==> src/rtl/core/spq_pkg.sv <==
// Shared types, codes and constants for the stable priority queue with undo.
`default_nettype none
package spq_pkg;
	localparam int QueueDepthDef   = 64;
	localparam int HistoryDepthDef = 16;

	localparam logic [1:0] OP_INSERT = 2'd0;
	localparam logic [1:0] OP_SERVE  = 2'd1;
	localparam logic [1:0] OP_UNDO   = 2'd2;
	localparam logic [1:0] OP_SEARCH = 2'd3;

	localparam logic [2:0] ST_OK       = 3'd0;
	localparam logic [2:0] ST_INVALID  = 3'd1;
	localparam logic [2:0] ST_EMPTY    = 3'd2;
	localparam logic [2:0] ST_FULL     = 3'd3;
	localparam logic [2:0] ST_NOHIST   = 3'd4;
	localparam logic [2:0] ST_NOTFOUND = 3'd5;

	localparam logic [7:0]  AGE_MIN = 8'd1;
	localparam logic [7:0]  AGE_MAX = 8'd150;
	localparam logic [1:0]  PRIO_BEST = 2'd1;
	localparam logic [1:0]  PRIO_WORST = 2'd3;
	localparam logic [15:0] CNT_MAX = 16'hFFFF;

	typedef struct packed {
		logic [15:0] id;
		logic [7:0]  age;
		logic [1:0]  prio;
	} entry_t;

	// classified command handed from front to back
	typedef struct packed {
		logic [1:0]  op;
		logic        bad;   // insert fields out of range
		entry_t      ent;
	} cmd_t;

	typedef struct packed {
		logic [2:0]  status;
		entry_t      ent;
		logic [15:0] registered;
		logic [15:0] served;
		logic [15:0] undone;
		logic [6:0]  waiting;
	} rsp_t;
endpackage
`default_nettype wire

==> src/rtl/core/spq_if.sv <==
// Valid/ready channel interfaces for commands and results.
`default_nettype none
interface spq_cmd_if;
	logic        valid;
	logic        ready;
	logic [1:0]  operation;
	logic [15:0] patient_id;
	logic [7:0]  patient_age;
	logic [1:0]  priority_level;
	modport source (output valid, operation, patient_id, patient_age, priority_level,
		input ready);
	modport sink (input valid, operation, patient_id, patient_age, priority_level,
		output ready);
endinterface

`default_nettype wire

==> src/rtl/core/spq_front.sv <==
// Command intake: field check and a two-entry queue toward the back end.
`default_nettype none
module spq_front import spq_pkg::*; (
	input  wire logic clk,
	input  wire logic arst_n,
	spq_cmd_if.sink   cmd,
	output cmd_t      q_cmd,
	output logic      q_valid,
	input  wire logic q_pop
);
	cmd_t       fifo_q [2];
	logic       wr_ptr_q, rd_ptr_q;
	logic [1:0] cnt_q;
	cmd_t       c;
	logic       push;

	always_comb begin
		c.op = cmd.operation;
		c.ent.id = cmd.patient_id;
		c.ent.age = cmd.patient_age;
		c.ent.prio = cmd.priority_level;
		c.bad = (cmd.patient_id == 16'd0) || (cmd.patient_age < AGE_MIN) ||
			(cmd.patient_age > AGE_MAX) || (cmd.priority_level < PRIO_BEST) ||
			(cmd.priority_level > PRIO_WORST);
	end

	assign cmd.ready = (cnt_q != 2'd2);
	assign push = cmd.valid && cmd.ready;
	assign q_valid = (cnt_q != 2'd0);
	assign q_cmd = fifo_q[rd_ptr_q];

	always_ff @(posedge clk) begin
		if (push) fifo_q[wr_ptr_q] <= c;
	end

	always_ff @(posedge clk or negedge arst_n) begin
		if (!arst_n) begin
			wr_ptr_q <= 1'b0;
			rd_ptr_q <= 1'b0;
			cnt_q <= 2'd0;
		end else begin
			if (push) wr_ptr_q <= ~wr_ptr_q;
			if (q_pop) rd_ptr_q <= ~rd_ptr_q;
			cnt_q <= cnt_q + {1'b0, push} - {1'b0, q_pop};
		end
	end

	a_no_over: assert property (@(posedge clk) disable iff (!arst_n)
		cnt_q == 2'd2 |-> !push) else $error("queue overflow");
	a_no_under: assert property (@(posedge clk) disable iff (!arst_n)
		q_pop |-> cnt_q != 2'd0) else $error("queue underflow");
	a_cnt: assert property (@(posedge clk) disable iff (!arst_n)
		cnt_q != 2'd3) else $error("bad count");
endmodule
`default_nettype wire

==> src/flat_wrapper.sv <==
// flat-port wrapper written by rule: the top's interface ports become plain ports
module spq_front_flat import spq_pkg::*;
  (clk, arst_n, q_cmd, q_valid, q_pop, cmd_valid, cmd_operation, cmd_patient_id, cmd_patient_age, cmd_priority_level, cmd_ready);
  spq_cmd_if cmd_i ();
  input  wire logic clk;
  input  wire logic arst_n;
  output cmd_t q_cmd;
  output logic q_valid;
  input  wire logic q_pop;
  input wire logic [$bits(cmd_i.valid)-1:0] cmd_valid;
  input wire logic [$bits(cmd_i.operation)-1:0] cmd_operation;
  input wire logic [$bits(cmd_i.patient_id)-1:0] cmd_patient_id;
  input wire logic [$bits(cmd_i.patient_age)-1:0] cmd_patient_age;
  input wire logic [$bits(cmd_i.priority_level)-1:0] cmd_priority_level;
  output wire logic [$bits(cmd_i.ready)-1:0] cmd_ready;
  assign cmd_i.valid = cmd_valid;
  assign cmd_i.operation = cmd_operation;
  assign cmd_i.patient_id = cmd_patient_id;
  assign cmd_i.patient_age = cmd_patient_age;
  assign cmd_i.priority_level = cmd_priority_level;
  assign cmd_ready = cmd_i.ready;
  spq_front u_core (.clk(clk), .arst_n(arst_n), .cmd(cmd_i), .q_cmd(q_cmd), .q_valid(q_valid), .q_pop(q_pop));
endmodule
==> config.mk <==
export PLATFORM = sky130hd
export DESIGN_NAME = spq_front_flat
export DESIGN_NICKNAME = d
export VERILOG_FILES = /design/src/rtl/core/spq_pkg.sv /design/src/rtl/core/spq_if.sv /design/src/rtl/core/spq_front.sv /design/src/flat_wrapper.sv
export SDC_FILE = /design/constraint.sdc
export NUM_CORES = 1
export LEC_CHECK = 0
export BUFFER_PORTS_ARGS = -buffer_cell sky130_fd_sc_hd__clkbuf_2
export CORE_MARGIN = 5
export CORE_UTILIZATION = 50
export DETAILED_ROUTE_END_ITERATION = 10
export HOLD_SLACK_MARGIN = 0.15
export PLACE_DENSITY = 0.76
export SLEW_MARGIN = 30
export SYNTH_ARGS = -nofsm -noshare
export SYNTH_HDL_FRONTEND = slang
export SYNTH_SLANG_ARGS = --single-unit
==> constraint.sdc <==
create_clock -name clk -period 5.1 [get_ports clk]
set_clock_uncertainty 0.1 [all_clocks]
set_input_delay 1.02 -clock clk [delete_from_list [all_inputs] [get_ports clk]]
set_output_delay 1.02 -clock clk [all_outputs]
set_load 0.01 [all_outputs]
==> results of run 1 <==
==> cell usage in the layout (no fill, tap or decap), drive strengths merged <==
cell type,count
xnor2,3
or2,1
nand4,1
nor2,1
ha,2
a211o,1
o2111ai,1
dfrtp,4
and4,1
clkinv,4
nand2b,1
edfxtp,58
inv,3
clkbuf,73
buf,2
and3,1
nand2,2
xor2,1
o21ai,1
nor4,6
mux2,29
bufinv,1
==> cell usage after synthesis <==
| cell | instances | area share (%) |
|---|---|---|
| xor2_1 | 1 | 0.37 |
| edfxtp_1 | 58 | 73 |
| nand4_1 | 1 | 0.26 |
| a211o_1 | 1 | 0.37 |
| o2111ai_1 | 1 | 0.37 |
| and4_1 | 1 | 0.37 |
| xnor2_1 | 3 | 1.1 |
| dfrtp_1 | 4 | 4.2 |
| inv_1 | 3 | 0.47 |
| ha_1 | 2 | 1.1 |
| mux2_2 | 29 | 14 |
| or2_2 | 1 | 0.26 |
| nand2b_1 | 1 | 0.26 |
| nand2_1 | 2 | 0.32 |
| buf_6 | 3 | 1.4 |
| nor2_1 | 1 | 0.16 |
| o21ai_1 | 1 | 0.21 |
| nor4_1 | 6 | 1.6 |
| and3_1 | 1 | 0.26 |
==> layer usage <==
layer	track usage, %	vias up
li1	-	618
met3	3.515	9
met2	25.17	46
met4	9.278	0
met1	16.71	662
met5	0	-
==> final cells by class <==
cell class | instances | area share, %
inverter | 3 | 0.3853
clock inverter | 5 | 1.712
tap | 54 | 2.312
sequential | 62 | 63.06
multi-input combinational | 52 | 16.91
timing repair buffer | 64 | 11.13
clock buffer | 11 | 4.495
==> final timing paths <==
kind,start,to,depth (start not counted)
max in group asynchronous,arst_n,u_core.rd_ptr_q,1
min in group clk,u_core.wr_ptr_q,u_core.wr_ptr_q,1
hold / removal,arst_n,u_core.wr_ptr_q,1
setup reg to reg,u_core.cnt_q[1],u_core.fifo_q[0][6],4
hold reg to reg,u_core.wr_ptr_q,u_core.wr_ptr_q,1
setup / recovery,u_core.rd_ptr_q,q_cmd[2],2
==> critical path: cells and delay by family, from the launching register on <==
kind | cells | cell delay (ns)
buffers and inverters | 1 | 0.13
muxes | 1 | 0.42
DFF | 1 | 0.83
==> through the flow <==
stage / util, % / cells / instance area (um2) / total power [W] / hold WS (ns)
3_5_place_dp: 58.82 / 235 / 2741 / 0.001246 / 0.4543
2_1_floorplan: - / 120 / 2379 / 0.001074 / 0.3604
6_report: 62.71 / 251 / 2923 / 0.001623 / 0.3854
5_1_grt: 62.71 / 251 / 2923 / 0.001701 / 0.3809
3_3_place_gp: 58.79 / 235 / 2740 / 0.001226 / 0.3972
4_1_cts: 62.71 / 251 / 2923 / 0.001642 / 0.3740
==> state kept, by name (all words and copies together) (netlist names) <==
register / flops
u_core.fifo_q: 58
u_core.cnt_q: 2
u_core.rd_ptr_q: 1
u_core.wr_ptr_q: 1
==> report_power, final <==
part | leakage, nW | internal (W) | switching (W)
Combinational | 0.452 | 0.000223 | 0.000224
Sequential | 0.584 | 0.000699 | 0.0000803
Clock | 0.0968 | 0.000222 | 0.000174
Total | 1.13 | 0.00114 | 0.000479
==> cell families (layout without fill, tap and decap cells) <==
group,after synthesis,count (layout)
adder cells (fa/ha/maj),2,2
buffers and inverters,6,83
AO/OA/AOI/OAI,3,3
AND/OR/NAND/NOR,14,14
multiplexers,29,29
XOR/XNOR,4,4
flip-flops,62,62
==> results_dict.tcl, run 1 <==
set metrics [dict create \
    outcome "finished, final reports clean" \
    cts_hold_buf 0 \
    grt_pass1_vias 1425 \
    cp_cell_sequence "mux2_2 > clkbuf_2" \
    p_leak_nw 1.133 \
    synth-xor-area-share_pct 1.473 \
    grt_usage_pct 14.80 \
    areaGrowthSynthToFinish_pct 22.88 \
    num_antenna_cells 0 \
    syn_avg_cell_area_um2 19.82 \
    wl_met3_um 267 \
    overflow 0 \
    cts_buffers 9 \
    synth_cells 120 \
    crit_slowest_cell "dfrtp_2" \
    synth-simple-area-share_pct 3.472 \
    firstDrtPassIters 4 \
    place_ws_ns 2.604 \
    ir_drop_v 0.0004253 \
    htreeDepth 3 \
    maxSlewHeadroom_pct 52.89 \
    ios 63 \
    die_h_um 78.97 \
    cts_tree "done" \
    wirelength_met1_um 1778 \
    grt_antenna_before_repair 0 \
    dp_hpwl_um 2962 \
    finalSetupViolCount 0 \
    yosysWarnings 0 \
    slew_violations 0 \
    clock_latency_ns 0.33 \
    tightestPinTransition_ns 0.7067 \
    synth.mux.area_fraction_pct 13.73 \
    multi_input_area_um2 494.2 \
    worstPathMaxFanout 30 \
    synth_compound_area_share_pct 0.9469 \
    drt_wl_total_um 4384 \
    clock.fmax_ghz 0.3531 \
    highest_layer "met4" \
    nets 226 \
    nFillCells 348 \
    rsz0062_at_grt "no" \
    vias 1335 \
    power_density_nw_per_um2 555.4 \
    critPathMaxStageDelay_ns 0.83 \
    clk_path_buf_depth 2 \
    avgRoutedWirePerCell_um 17.47 \
    startpoint_type "flip-flop" \
    ys_seq_area_share_pct 77.43 \
    gp_congestion 0.7718 \
    post_cts_buffers 0 \
    hp-class "in2async" \
    synth_top_family_by_area "multiplexers" \
    min_period_ns 2.832 \
    path_class "reg2out" \
    dieArea_um2 6236 \
    die_x_um 78.97 \
    layout_setup_ws_ns 2.268 \
    synth.ff_latch_count 62 \
    path_clk_slew_ns 0.06 \
    rows 25 \
    ctsResizeCount 0 \
    wl_met2_um 2239 \
    drive_gt1_share_pct 55.84 \
    synth.distinct_cells 19 \
    ant_nets 0 \
    seq_area_um2 1843 \
    synth_fa_ha_area_share_pct 1.052 \
    port-buffer-count 62 \
    synth_area_um2 2379 \
    finalSetupTns_ns 0 \
    initial_core_util_pct 51.03 \
    rrSetupSlack_ns 3.51 \
    fin_crit_sh_pct 55.53 \
    core_um2 4661 \
    clockRootBuffer "clkbuf_8" \
    cts.sinks 62 \
    synth_nets 154 \
    viasPerCell 5.319 \
    cap_violations 0 \
    crit_path_end_kind "output pin" \
    hold_violations 0 \
    arrival_ns 1.71 \
    drt_iter0_drc 80 \
    grt_max_degree 31 \
    grt_pass1_wl_um 6748 \
    required_ns 3.98 \
    drc 0 \
]
No activity file was read; power rests on OpenSTA's default activity.
==> run 2: changes to the inputs <==
- CORE_UTILIZATION: 50 -> 46
- PLACE_DENSITY: 0.76 -> 0.74
- clock period: 5.1 -> 2.5 ns (I/O delays scaled with it)
==> run 2 against run 1 <==
Against the previous run: sequential power grew 91%; first-iteration DRC count rose by 3.8%; clock-buffer cell count is the same; core utilization fell by 3.8 points; final area is 2.3% higher; global-route usage shrank 0.40 points; die area is 7.6% higher; via count fell by 2.5%; register-to-register slack lost 2.8 ns; critical path type unchanged; largest power group unchanged; highest routed layer unchanged.
==> results_dict.tcl, run 2 (synthesis results as in run 1) <==
set metrics [dict create \
    firstDrtPassIters 4 \
    slew_violations 0 \
    finalSetupViolCount 0 \
    overflow 0 \
    die_x_um 81.91 \
    layout_common_cells "clkbuf_2 (62), edfxtp_1 (58), mux2_2 (29)" \
    areaGrowthSynthToFinish_pct 25.67 \
    r2r_start "u_core.cnt_q[1]" \
    fin_crit_sh_pct 85.14 \
    cts.sinks 62 \
    initial_core_util_pct 46.87 \
    htreeDepth 3 \
    layout.cells.non_filler 269 \
    r2r_cells 4 \
    clock.fmax_ghz 0.4698 \
    drive_gt1_share_pct 55.28 \
    rrSetupSlack_ns 0.76 \
    grt_usage_pct 14.40 \
    design_area_um2 2989 \
    cts_tree "done" \
    mostFrequentLayoutCell "clkbuf_2" \
    dp_hpwl_um 3023 \
    hp-class "in2reg" \
    num_antenna_cells 0 \
    vias 1302 \
    rows 26 \
    path_clk_slew_ns 0.06 \
    largest_register "u_core.fifo_q" \
    gp_congestion 0.8707 \
    crit_path_end_kind "output pin" \
    dieArea_um2 6708 \
    min_period_ns 2.129 \
    largestRegisters "u_core.fifo_q: 58 flops, u_core.cnt_q: 2 flops" \
    worstPathMaxFanout 30 \
    clockRootBuffer "clkbuf_8" \
    hold_start "cmd_operation[0]" \
    power_density_nw_per_um2 1146 \
    clock_latency_ns 0.32 \
    nets 229 \
    r2r_end "u_core.fifo_q[0][23]" \
    hold_ws_ns 0.2639 \
    grt_pass1_wl_um 6948 \
    maxSlewHeadroom_pct 70.03 \
    largest_reg_flops 58 \
    grt_antenna_before_repair 0 \
    rsz0062_at_grt "no" \
    drc 0 \
    tightestPinTransition_ns 0.4491 \
    hold_violations 0 \
    required_ns 1.90 \
    p_leak_nw 1.151 \
    path_class "reg2out" \
    dp.cells 253 \
    grt_pass1_vias 1435 \
    drt_wl_total_um 4330 \
    startpoint_type "flip-flop" \
    avgRoutedWirePerCell_um 16.10 \
    ir_drop_v 0.0007193 \
    grt_max_degree 31 \
    ant_nets 0 \
    drt_iter0_drc 83 \
    cap_violations 0 \
    port-buffer-count 62 \
    placed_area_um2 2775 \
    core_um2 5075 \
    finalSetupTns_ns 0 \
    crit_start "u_core.rd_ptr_q" \
    endpoint "q_cmd[26]" \
    cts_buffers 9 \
    clk_path_buf_depth 2 \
    ios 63 \
    die_h_um 81.91 \
    arrival_ns 1.53 \
    outcome "finished, final reports clean" \
    viasPerCell 4.840 \
]
-- run 2: final cells by class --
class,count,area (um2)
Fill cell,398,2086
Sequential cell,62,1842
Multi-Input combinational cell,52,494.2
Timing Repair Buffer,67,350.3
Clock buffer,11,131.4
Tap cell,70,87.58
Clock inverter,4,72.57
Inverter,3,11.26
-- run 2: worst min path at each step --
stage,endpoint,slack [ns],cells past startpoint
floorplan,u_core.cnt_q[0],0.10,0
global placement,u_core.cnt_q[0],0.21,1
detailed placement,u_core.rd_ptr_q,0.22,1
CTS,u_core.fifo_q[0][28],0.25,1
global route,u_core.fifo_q[0][28],0.25,1
finish,u_core.fifo_q[0][27],0.26,1
-- run 2: what timing repair did --
item,CTS,global route
endpoints found under the hold margin,4,0
hold buffers,1,0
resized for setup,0,0
setup buffers,0,0
-- run 2: critical path, stage by stage (launching register included) --
cell	delay (ns)
dfrtp_1	0.32
buf_4	0.36
mux2_2	0.39
clkbuf_2	0.13
-- run 2: metrics by stage --
stage          util, %  total power (W)  worst slack [ns]
6_report         58.90         0.003425            0.3715
5_1_grt          58.90         0.003613            0.2810
4_1_cts          58.90         0.003466            0.3369
3_5_place_dp     54.68         0.002556            0.6740
3_3_place_gp     54.68         0.002513            0.7190
2_1_floorplan        -         0.002191           0.09793
-- run 2: where the power goes --
part / total, W / switching, W / internal (W)
sequential: 0.00149 / 0.0000665 / 0.00143
combinational: 0.00102 / 0.000550 / 0.000474
clock: 0.000909 / 0.000355 / 0.000555
-- run 2: layer usage --
layer  vias to the layer above  global-route usage [%]  share of wire, %
met5                         -                       0                 0
met2                        47                   23.99                50
met4                         0                   7.973              0.85
met1                       626                   16.97                42
met3                         4                   3.618               6.4
li1                        625                       -                 -
